File: src/rtl/mbs_pkg.sv
// ----------------------------------------------------------------------------
// mbs_pkg
// Shared types and constants for the multidimensional bitmap store.
// ----------------------------------------------------------------------------
package mbs_pkg;

    localparam int IDX_FIELDS = 4;
    localparam int IDX_W      = 12;
    localparam int DSIZE_W    = 13;
    localparam int NDIMS_W    = 3;
    localparam int CFG_IDX_W  = 3;
    localparam int CFG_DATA_W = 13;
    localparam int CNT_OUT_W  = 13;
    localparam int REQ_W      = 2;

    localparam logic [CFG_IDX_W-1:0] CFG_NUM_DIMS   = 3'd0;
    localparam logic [CFG_IDX_W-1:0] CFG_DIM_SIZE_0 = 3'd1;
    localparam logic [CFG_IDX_W-1:0] CFG_DIM_SIZE_1 = 3'd2;
    localparam logic [CFG_IDX_W-1:0] CFG_DIM_SIZE_2 = 3'd3;
    localparam logic [CFG_IDX_W-1:0] CFG_DIM_SIZE_3 = 3'd4;

    localparam logic [NDIMS_W-1:0] NUM_DIMS_RST = 3'd1;
    localparam logic [DSIZE_W-1:0] DIM0_RST     = 13'd4096;
    localparam logic [DSIZE_W-1:0] DIMN_RST     = 13'd1;

    typedef enum logic [REQ_W-1:0] {
        REQ_WRITE = 2'd0,
        REQ_READ  = 2'd1,
        REQ_FILL  = 2'd2
    } t_req;

    typedef enum logic [2:0] {
        ST_CLEAR,
        ST_IDLE,
        ST_FLAT,
        ST_READ,
        ST_MODIFY,
        ST_FILL,
        ST_DONE
    } t_state;

    typedef struct packed {
        logic               clr;
        logic               step;
        logic [DSIZE_W-1:0] mult;
        logic [IDX_W-1:0]   idx;
    } t_flat_op;

endpackage

File: src/rtl/mbs_flatten.sv
// ----------------------------------------------------------------------------
// mbs_flatten
// Shared multiply-add unit, one flattening step per cycle while step is set,
// with saturation once the running index reaches or passes the store capacity.
// ----------------------------------------------------------------------------
module mbs_flatten #(
    parameter int TOTAL_BITS = 4096
) (
    input  logic                            i_clk,
    input  mbs_pkg::t_flat_op               i_op,
    output logic [$clog2(TOTAL_BITS)-1:0]   o_flat,
    output logic                            o_sat
);
    import mbs_pkg::*;

    localparam int AW = $clog2(TOTAL_BITS);
    localparam int SW = AW + DSIZE_W + 1;

    logic [AW-1:0] r_flat;
    logic          r_sat;
    logic [SW-1:0] w_sum;
    logic          n_sat;

    assign w_sum = SW'(r_flat) * SW'(i_op.mult) + SW'(i_op.idx);
    // a zero multiplier drops everything above, so saturation can end
    assign n_sat = (r_sat && (i_op.mult != '0)) || (w_sum >= SW'(TOTAL_BITS));

    always_ff @(posedge i_clk) begin
        if (i_op.clr) begin
            r_flat <= '0;
            r_sat  <= 1'b0;
        end else if (i_op.step) begin
            r_flat <= n_sat ? '0 : w_sum[AW-1:0];
            r_sat  <= n_sat;
        end
    end

    assign o_flat = r_flat;
    assign o_sat  = r_sat;

endmodule

File: src/rtl/mbs_store.sv
// ----------------------------------------------------------------------------
// mbs_store
// Single-port word memory with registered read data.
// ----------------------------------------------------------------------------
module mbs_store #(
    parameter int MEM_W     = 32,
    parameter int NUM_WORDS = 128,
    parameter int DW        = 7
) (
    input  logic             i_clk,
    input  logic             i_we,
    input  logic             i_re,
    input  logic [DW-1:0]    i_addr,
    input  logic [MEM_W-1:0] i_wdata,
    output logic [MEM_W-1:0] o_rdata
);
    logic [MEM_W-1:0] r_mem [NUM_WORDS];
    logic [MEM_W-1:0] r_rdata;

    always_ff @(posedge i_clk) begin
        if (i_we) begin
            r_mem[i_addr] <= i_wdata;
        end
        if (i_re) begin
            r_rdata <= r_mem[i_addr];
        end
    end

    assign o_rdata = r_rdata;

endmodule

File: src/rtl/multidim_bitmap_store.sv
// Read or write: n multiply-add steps, one memory read, one read-modify-write,
// then the result loads (past capacity it loads in place of the memory read);
// n = dimensions in use. Input stays stalled until the block is back in idle.
// Fill: one memory word per cycle. A stalled result holds off input.
// Reset: a clearing pass writes zero to all NUM_WORDS memory words, input
// stall held high meanwhile; configuration writes are taken at any time.
// ----------------------------------------------------------------------------
// multidim_bitmap_store
// Bit store addressed by up to four row-major indices with set-bit count.
// ----------------------------------------------------------------------------
module multidim_bitmap_store #(
    parameter int TOTAL_BITS = 4096,
    parameter int MAX_DIMS   = 4,
    parameter int WORD_BITS  = 32
) (
    input  logic                               i_clk,
    input  logic                               i_rst_n,
    input  logic                               i_cfg_valid,
    output logic                               o_cfg_ready,
    input  logic [mbs_pkg::CFG_IDX_W-1:0]      i_cfg_index,
    input  logic [mbs_pkg::CFG_DATA_W-1:0]     i_cfg_data,
    input  logic                               i_in_valid,
    output logic                               o_in_stall,
    input  logic [mbs_pkg::REQ_W-1:0]          i_req_type,
    input  logic [mbs_pkg::IDX_W-1:0]          i_index_0,
    input  logic [mbs_pkg::IDX_W-1:0]          i_index_1,
    input  logic [mbs_pkg::IDX_W-1:0]          i_index_2,
    input  logic [mbs_pkg::IDX_W-1:0]          i_index_3,
    input  logic                               i_bit_value,
    output logic                               o_out_valid,
    input  logic                               i_out_stall,
    output logic                               o_old_bit,
    output logic                               o_out_of_range,
    output logic [mbs_pkg::CNT_OUT_W-1:0]      o_count_set
);
    import mbs_pkg::*;

    localparam int AW        = $clog2(TOTAL_BITS);
    localparam int OW        = $clog2(WORD_BITS);
    // word width rounded up to a power of two
    localparam int MEM_W     = 1 << OW;
    localparam int NUM_WORDS = (TOTAL_BITS + MEM_W - 1) / MEM_W;
    localparam int DW        = (NUM_WORDS > 1) ? $clog2(NUM_WORDS) : 1;
    localparam int CW        = $clog2(TOTAL_BITS + 1);
    localparam int CXW       = (CW > CNT_OUT_W) ? CW : CNT_OUT_W;
    localparam int DIM_LIM   = (MAX_DIMS < IDX_FIELDS) ? MAX_DIMS : IDX_FIELDS;

    t_state               r_state, n_state;
    logic [NDIMS_W-1:0]   r_num_dims;
    logic [DSIZE_W-1:0]   r_dim_size [IDX_FIELDS];
    t_req                 r_req;
    logic [IDX_W-1:0]     r_idx [IDX_FIELDS];
    logic                 r_val;
    logic [1:0]           r_k;
    logic [DW-1:0]        r_sweep;
    logic [CW-1:0]        r_count, n_count;
    logic                 r_res_old, r_res_oor;
    logic                 r_out_valid, r_out_old, r_out_oor;
    logic [CNT_OUT_W-1:0] r_out_count;

    logic                 w_in_acc, w_out_free, w_sweep_last;
    logic [1:0]           w_nm1;
    logic                 w_fin, w_fin_old, w_fin_oor;
    logic                 w_mem_we, w_mem_re;
    logic [DW-1:0]        w_mem_addr, w_addr;
    logic [MEM_W-1:0]     w_mem_wdata, w_rdata, w_mod_word;
    logic [OW-1:0]        w_bitpos;
    logic                 w_old;
    logic [AW-1:0]        w_flat;
    logic                 w_sat;
    logic [CXW-1:0]       w_cnt_ext;
    t_flat_op             w_op;

    mbs_flatten #(
        .TOTAL_BITS (TOTAL_BITS)
    ) u_flatten (
        .i_clk  (i_clk),
        .i_op   (w_op),
        .o_flat (w_flat),
        .o_sat  (w_sat)
    );

    mbs_store #(
        .MEM_W     (MEM_W),
        .NUM_WORDS (NUM_WORDS),
        .DW        (DW)
    ) u_store (
        .i_clk   (i_clk),
        .i_we    (w_mem_we),
        .i_re    (w_mem_re),
        .i_addr  (w_mem_addr),
        .i_wdata (w_mem_wdata),
        .o_rdata (w_rdata)
    );

    assign o_cfg_ready  = 1'b1;
    assign o_in_stall   = (r_state != ST_IDLE);
    assign w_in_acc     = i_in_valid && (r_state == ST_IDLE);
    assign w_out_free   = !r_out_valid || !i_out_stall;
    assign w_sweep_last = (r_sweep == DW'(NUM_WORDS - 1));

    // dimensions in use minus one
    always_comb begin
        if (r_num_dims == '0) begin
            w_nm1 = 2'd0;
        end else if (int'(r_num_dims) > DIM_LIM) begin
            w_nm1 = 2'(DIM_LIM - 1);
        end else begin
            w_nm1 = 2'(r_num_dims - 3'd1);
        end
    end

    assign w_addr     = DW'(w_flat >> OW);
    assign w_bitpos   = ~w_flat[OW-1:0];
    assign w_old      = w_rdata[w_bitpos];
    assign w_mod_word = (w_rdata & ~(MEM_W'(1) << w_bitpos))
                      | (MEM_W'(r_val) << w_bitpos);

    always_comb begin
        n_state     = r_state;
        n_count     = r_count;
        w_fin       = 1'b0;
        w_fin_old   = 1'b0;
        w_fin_oor   = 1'b0;
        w_mem_we    = 1'b0;
        w_mem_re    = 1'b0;
        w_mem_addr  = w_addr;
        w_mem_wdata = w_mod_word;
        w_op.clr    = w_in_acc;
        w_op.step   = 1'b0;
        w_op.mult   = r_dim_size[r_k];
        w_op.idx    = r_idx[r_k];
        case (r_state)
            ST_CLEAR: begin
                w_mem_we    = 1'b1;
                w_mem_addr  = r_sweep;
                w_mem_wdata = '0;
                if (w_sweep_last) begin
                    n_state = ST_IDLE;
                end
            end
            ST_IDLE: begin
                if (w_in_acc) begin
                    case (i_req_type)
                        REQ_WRITE, REQ_READ: n_state = ST_FLAT;
                        REQ_FILL:            n_state = ST_FILL;
                        default:             n_state = ST_DONE;
                    endcase
                end
            end
            ST_FLAT: begin
                w_op.step = 1'b1;
                if (r_k == 2'd0) begin
                    n_state = ST_READ;
                end
            end
            ST_READ: begin
                if (w_sat) begin
                    w_fin     = 1'b1;
                    w_fin_oor = 1'b1;
                end else begin
                    w_mem_re = 1'b1;
                    n_state  = ST_MODIFY;
                end
            end
            ST_MODIFY: begin
                w_fin     = 1'b1;
                w_fin_old = w_old;
                if (r_req == REQ_WRITE) begin
                    w_mem_we = 1'b1;
                    if (r_val && !w_old) begin
                        n_count = r_count + CW'(1);
                    end else if (!r_val && w_old) begin
                        n_count = r_count - CW'(1);
                    end
                end
            end
            ST_FILL: begin
                w_mem_we    = 1'b1;
                w_mem_addr  = r_sweep;
                w_mem_wdata = {MEM_W{r_val}};
                if (w_sweep_last) begin
                    w_fin   = 1'b1;
                    n_count = r_val ? CW'(TOTAL_BITS) : '0;
                end
            end
            ST_DONE: begin
                w_fin     = 1'b1;
                w_fin_old = r_res_old;
                w_fin_oor = r_res_oor;
            end
            default: n_state = ST_IDLE;
        endcase
        if (w_fin) begin
            n_state = w_out_free ? ST_IDLE : ST_DONE;
        end
    end

    assign w_cnt_ext = CXW'(n_count);

    always_ff @(posedge i_clk) begin
        if (!i_rst_n) begin
            r_state       <= ST_CLEAR;
            r_sweep       <= '0;
            r_count       <= '0;
            r_out_valid   <= 1'b0;
            r_num_dims    <= NUM_DIMS_RST;
            r_dim_size[0] <= DIM0_RST;
            r_dim_size[1] <= DIMN_RST;
            r_dim_size[2] <= DIMN_RST;
            r_dim_size[3] <= DIMN_RST;
        end else begin
            r_state <= n_state;
            r_count <= n_count;
            if (w_mem_we && ((r_state == ST_CLEAR) || (r_state == ST_FILL))) begin
                r_sweep <= w_sweep_last ? '0 : r_sweep + DW'(1);
            end
            if (w_fin && w_out_free) begin
                r_out_valid <= 1'b1;
            end else if (!i_out_stall) begin
                r_out_valid <= 1'b0;
            end
            if (i_cfg_valid) begin
                case (i_cfg_index)
                    CFG_NUM_DIMS:   r_num_dims    <= i_cfg_data[NDIMS_W-1:0];
                    CFG_DIM_SIZE_0: r_dim_size[0] <= i_cfg_data;
                    CFG_DIM_SIZE_1: r_dim_size[1] <= i_cfg_data;
                    CFG_DIM_SIZE_2: r_dim_size[2] <= i_cfg_data;
                    CFG_DIM_SIZE_3: r_dim_size[3] <= i_cfg_data;
                    default: ;
                endcase
            end
        end
    end

    // request and result payload
    always_ff @(posedge i_clk) begin
        if (w_in_acc) begin
            r_req     <= t_req'(i_req_type);
            r_idx[0]  <= i_index_0;
            r_idx[1]  <= i_index_1;
            r_idx[2]  <= i_index_2;
            r_idx[3]  <= i_index_3;
            r_val     <= i_bit_value;
            r_k       <= w_nm1;
            r_res_old <= 1'b0;
            r_res_oor <= 1'b0;
        end else begin
            if ((r_state == ST_FLAT) && (r_k != 2'd0)) begin
                r_k <= r_k - 2'd1;
            end
            if (w_fin) begin
                r_res_old <= w_fin_old;
                r_res_oor <= w_fin_oor;
            end
        end
        if (w_fin && w_out_free) begin
            r_out_old   <= w_fin_old;
            r_out_oor   <= w_fin_oor;
            r_out_count <= w_cnt_ext[CNT_OUT_W-1:0];
        end
    end

    assign o_out_valid    = r_out_valid;
    assign o_old_bit      = r_out_old;
    assign o_out_of_range = r_out_oor;
    assign o_count_set    = r_out_count;

endmodule

File: config.mk
export PLATFORM = sky130hd
export DESIGN_NAME = multidim_bitmap_store
export DESIGN_NICKNAME = d
export VERILOG_FILES = /design/src/rtl/mbs_pkg.sv /design/src/rtl/mbs_flatten.sv /design/src/rtl/mbs_store.sv /design/src/rtl/multidim_bitmap_store.sv
export SDC_FILE = /design/constraint.sdc
export NUM_CORES = 2
export LEC_CHECK = 0
export BUFFER_PORTS_ARGS = -buffer_cell sky130_fd_sc_hd__buf_4
export CAP_MARGIN = 20
export CORE_ASPECT_RATIO = 0.9
export CORE_MARGIN = 2
export CORE_UTILIZATION = 40
export CTS_CLUSTER_SIZE = 40
export DETAILED_ROUTE_END_ITERATION = 7
export PLACE_DENSITY = 0.55
export RECOVER_POWER = 25
export SLEW_MARGIN = 40
export SYNTH_ARGS = -nofsm -noshare
export SYNTH_HDL_FRONTEND = slang
export SYNTH_MEMORY_MAX_BITS = 65536
export SYNTH_SLANG_ARGS = --single-unit
File: constraint.sdc
create_clock -name i_clk -period 18.4 [get_ports i_clk]
set_input_delay 1.84 -clock i_clk [delete_from_list [all_inputs] [get_ports i_clk]]
set_output_delay 1.84 -clock i_clk [all_outputs]
set_load 0.03 [all_outputs]
# Word-level counts from Yosys, hierarchy flattened

Memory sizes are Yosys's and may differ from the RTL's. A register that Yosys moved wholly into a read port is not among the register bits.
Index checks and enable logic that the tools add are counted.

Register bits after elaboration: 62
Bits in writable memories: 4196
Bits of input ports: 72
Output and inout bits: 18
Word-level logic and storage cells: 150
Memories: 3

Memories:

| memory        | depth | width | rd ports | clocked after Yosys merged registers in | wr ports | RTL line                    | RTL |
|---|---|---|---|---|---|---|---|
| u_store.r_mem | 128   | 32    | 1        | 1                                       | 1        | mbs_store.sv:17             | `logic [MEM_W-1:0] r_mem [NUM_WORDS];` |
| r_dim_size    | 4     | 13    | 1        | 1                                       | 4        | multidim_bitmap_store.sv:50 | `logic [DSIZE_W-1:0] r_dim_size [IDX_FIELDS];` |
| r_idx         | 4     | 12    | 1        | 1                                       | 4        | multidim_bitmap_store.sv:52 | `logic [IDX_W-1:0] r_idx [IDX_FIELDS];` |

Add/subtract/negate cells: 6
Multipliers: 1
$lt $le $gt $ge: 3
Equal/unequal tests: 20
Shifts and indexed selects: 2
Mux-type cells: 63
Bitwise operators: 8
Reductions and logical operators: 29

Operators by type and width:

| cell                    | count |
|---|---|
| $mux W13                | 9 |
| $pmux W32 S2            | 1 |
| $and A32 B32 Y32        | 1 |
| $not A32 Y32            | 1 |
| $or A32 B32 Y32         | 1 |
| $shl A1 B5 Y32          | 1 |
| $shl A1 B5 Y32 const A  | 1 |
| $mux W1                 | 30 |
| $add A25 B12 Y26        | 1 |
| $ge A26 B13 Y1 const B  | 1 |
| $pmux W13 S2            | 1 |
| $mul A12 B13 Y25        | 1 |
| $mux W3                 | 6 |
| $pmux W3 S5             | 1 |
| $mux W7                 | 2 |
| $add A13 B1 Y13 const B | 1 |
| $reduce_bool A13 Y1     | 1 |
| $sub A13 B1 Y13 const B | 1 |
| $eq A3 B2 Y1 const B    | 4 |
| $eq A3 B3 Y1 const B    | 4 |
| $mux W12                | 1 |
| $mux W2                 | 6 |
| $ne A3 B3 Y1 const B    | 4 |
| $logic_not A3 Y1        | 3 |
| 25 further kinds        | 49 |

# Longest topological paths before layout

Word-level depth: 8
Depth in mapped cells: 25
Gate-level depth less buffers: 21

# Cells and area by module

Synthesis repeated with hierarchy kept, for this count alone.

Cells, all modules: 10415
Area total of the unflattened synthesis: 172072.5 um^2

Modules (own cells, without submodules):

| module                | times used | cells an instance | area an instance (um^2) |
|---|---|---|---|
| mbs_store             | 1          | 8954              | 157577.4 |
| multidim_bitmap_store | 1          | 760               | 8250.4 |
| mbs_flatten           | 1          | 701               | 6244.7 |

# Worst setup path after synthesis

OpenSTA, ideal clock, no wires.

Path kind: reg-to-reg
From: reg r_state[0]
To: mem u_store.r_mem[0][15] (data pin)
Arrival: 6557 ps
Data required time: 17203 ps
Slack: 10647 ps
Cell stages (with the launch flop): 8
Period minus slack after synthesis: 7753 ps
Cell sequence: dfxtp_1 xor2_2 or2_4 buf_6 buf_2 buf_1 o21ai_0 o21ai_0

Word-level cells in the longest chain between the ends: 2
Elaborated cells between the ends (all ways): 3
Those cells by class: eq/ne (1); mux (1); reduce/logical (1)

Ends and longest elaborated chain:

| item                                                    | RTL line                     | RTL |
|---|---|---|
| start, declared                                         | multidim_bitmap_store.sv:48  | `t_state r_state, n_state;` |
| start signal, assigned                                  | multidim_bitmap_store.sv:213 | `r_state <= n_state;` |
| $eq A3 B3 Y1 / $logic_not A3 Y1 (equally long branches) | multidim_bitmap_store.sv:133 | `case (r_state)` |
| $pmux W32 S2 (*)                                        | multidim_bitmap_store.sv:133 |  |
| via u_store.i_wdata[15]                                 | mbs_store.sv:14              | `input logic [MEM_W-1:0] i_wdata,` |
| end, declared                                           | mbs_store.sv:17              |  |

Mark *: on every way through the listed nets, which the timed path passes. The rest lies on a longest branch.

# Worst setup path in the final report

From: reg r_state[2]
To: mem u_store.r_mem[8][16] (data pin)

Same word-level chain as after synthesis.

==> results.json <==
{
  "filler_cell_count": 34890,
  "status": "finished with violations",
  "numCtsBuffers": 422,
  "synth_edf_count": 4248,
  "grt_pass1_vias": 93690,
  "whs_endpoint": "r_res_old",
  "reg2reg_slack_ns": 8.40,
  "start_util_pct": 40.09,
  "finalHoldViolCount": 0,
  "grt_usage_pct": 27.47,
  "root_buffer": "clkbuf_16",
  "grt_pass1_wl_mm": 795.1,
  "final_nets": 10220,
  "critPathMaxStageDelay_ns": 3.42,
  "cap_violations": 51,
  "power_density_nw_per_um2": 121.6,
  "drtAntennaViolNets": 0,
  "hold_path_class": "flip-flop to flip-flop",
  "place_congestion": 0.9558,
  "r2r-start": "r_state[2]",
  "placed_area_um2": 174700,
  "crit_chain": "xor2_1, or2_0, o21ai_0, o21ai_4, clkbuf_1",
  "routed_wirelength_mm": 586.7,
  "setup_viol": 0,
  "synth_top_cell_area_share_pct": 77.79,
  "skew_ns": 0.07111,
  "startpoint_type": "flip-flop",
  "cts_hold_buf": 0,
  "grt_max_degree": 97,
  "syn_inst": 9587,
  "viasPerCell": 6.335,
  "drc_errors": 11,
  "antenna_found_initial": 65,
  "fin_tns_setup_ns": 0,
  "yosysUniqueCellTypes": 76,
  "tightestPinTransition_ns": 4.890,
  "ff2ff_path_depth": 5,
  "clk_pin_slew_ns": 0.06,
  "clockBufferDepth": 4,
  "die_h_um": 611.4,
  "dr.pass1.iters": 8,
  "ys_ff_latch": 4292,
  "cts_tree": "yes",
  "worst-path-buf-inv": 1,
  "timing.hold.ws_ns": 0.4976,
  "failed_checks": "DRC, capacitance limit, slew limit",
  "die_x_um": 678.9,
  "postCtsSetupRepairBufs": 0,
  "coreArea_um2": 409000,
  "synth_most_common_cell": "edfxtp_1",
  "synth_commonest_cells": "edfxtp_1 (4,248), a22oi_1 (1,177), nand2_1 (545)",
  "dp_hpwl_mm": 345.0,
  "area_growth_pct": 14.37,
  "reg2reg_to": "u_store.r_mem[8][16]",
  "critPathTopFamily": "buffers and inverters",
  "portBuffers": 88,
  "synthArstFlopShare_pct": 0,
  "drv_slew": 2356,
  "io_pins": 90,
  "synth_ff_type": "edfxtp_1",
  "min_period_ns": 10.00,
  "synth_nets": 9860,
  "hold_start": "r_res_old",
  "wl_per_cell_um": 37.33,
  "critPathKind": "flip-flop to flip-flop",
  "finalWorstSetupSlack_ns": 8.400,
  "design_area_um2": 187500,
  "whs_path_depth": 2,
  "insertion_delay_ns": 1.02,
  "synth.area.top_cells": "edfxtp_1 (78%), a22oi_1 (5.4%), a221oi_1 (1.6%), fa_1 (1.5%), a22o_1 (1.5%)",
  "fmax_ghz": 0.1000,
  "syn_area_um2": 164000,
  "p_leak_nw": 58.46,
  "seq_area_frac_synth_pct": 78.33,
  "cts_resized": 0,
  "post-route-period-util_pct": 54.35,
  "rsz0062_at_grt": "false",
  "overflow": 0,
  "synth.avg_cell_area_um2": 17.10,
  "die-area_um2": 415100,
  "yosysWarnings": 0,
  "cts.sinks": 4292,
  "drt_iter0_drc": 15940,
  "relSlewSlack_pct": -226.0,
  "synth_top_area_cell": "edfxtp_1",
  "max-vdd-ir-drop_uv": 247.3,
  "row_count": 223,
  "crit_slowest_cell": "clkbuf_1",
  "crit_fanout": 81,
  "place_worst_setup_slack_ns": 11.00,
  "worstPathArrival_ns": 10.04,
  "vias": 99560,
  "worst_ep_required_time_ns": 18.44,
  "end_kind": "flip-flop",
  "htree_levels": 5,
  "layout-drive-gt1-share_pct": 13.29
}
## cells by family (layout without fill, tap and decap cells)
| family | Yosys count | in the layout | share of synthesized area (%) |
|---|---|---|---|
| flip-flops | 4292 | 4292 | 78.33 |
| AO/OA/AOI/OAI | 2809 | 2809 | 12.30 |
| AND/OR/NAND/NOR | 1324 | 1324 | 3.775 |
| buffers and inverters | 748 | 1445 | 1.940 |
| adder cells (fa/ha/maj) | 201 | 201 | 2.092 |
| multiplexers | 188 | 188 | 1.424 |
| XOR/XNOR | 24 | 24 | 0.1328 |
| other | 1 | 34 | 0.002287 |
## layer usage
metal  GRT usage [%]  up-vias  share of wire [%]
met5               0        -              0.057
met4           11.80       44                4.9
met3           7.387     1044                 12
met2           40.55     6389                 44
met1           38.36    52240                 39
li1                -    39850                  -
## stage by stage
stage | total power, mW | cells | utilization [%]
CTS | 22.87 | 15680 | 45.95
global route | 23.60 | 15690 | 45.83
finish | 22.81 | 15720 | 45.85
detailed placement | 14.57 | 14920 | 42.72
global placement | 14.62 | 14910 | 42.55
floorplan | 13.41 | 9587 | -
## cell usage in the layout, fill, tap and decap left out, drive strengths merged, types with 78 or more instances in the layout
cell,Yosys,routed
a21oi,269,269
a221oi,301,301
a22o,272,272
a22oi,1177,1177
a31oi,245,245
and2,168,168
buf,378,437
clkbuf,238,639
clkinv,0,188
edfxtp,4248,4248
fa,122,122
ha,79,79
inv,132,143
mux2i,151,151
nand2,545,545
nand3,178,178
nor2,204,204
o211ai,78,78
o21ai,334,334
## where the power goes
group | switching [mW] | internal (mW) | total, mW
registers | 0.0416 | 10.6 | 10.7
clock network | 3.74 | 4.67 | 8.41
logic | 2.36 | 1.37 | 3.73
total | 6.14 | 16.7 | 22.8
## how the worst max path moves through the flow
| stage | start | endpoint | slack [ns] | cells past startpoint |
|---|---|---|---|---|
| final | r_state[2] | u_store.r_mem[8][16] | 8.40 | 5 |
| after global routing | r_state[2] | u_store.r_mem[8][16] | 8.01 | 5 |
| after CTS | flip-flop | u_flatten.o_flat[9] | 10.93 | 19 |
| after detailed placement | flip-flop | u_flatten.o_flat[7] | 11.00 | 19 |
| after global placement | r_state[2] | u_store.o_rdata[17] | 10.35 | 13 |
| after floorplan | r_state[0] | u_store.r_mem[0][15] | 10.65 | 7 |
## state kept, by name, indices dropped and copies added, names as in the netlist, 2 cells and up, named ones only
signal and count:
r_count 13, r_req 2, o_count_set 13, r_dim_size 52
r_idx 48, r_k 2, u_flatten.o_flat 12, r_state 3
u_store.o_rdata 32, u_store.r_mem 4096, r_sweep 7, r_num_dims 3
## final cells by class
type                       instances  area, µm²  share of cell area (%)
clock buffer                     526      11090                   5.913
clock inverter                   237       2140                   1.141
antenna                           33      82.58                 0.04403
inverter                         132      496.7                  0.2649
sequential                      4292     128500                   68.49
tap                             5400       6756                   3.603
timing repair buffer             550       4212                   2.246
multi-input combinational       4547      34310                   18.29
## tightest hold or removal path, cell delays in order, from the launching register on
cell and delay [ns]:
dfxtp_1 0.33, a21oi_1 0.06, nor2_1 0.07
No activity file was read; power rests on OpenSTA's default activity.
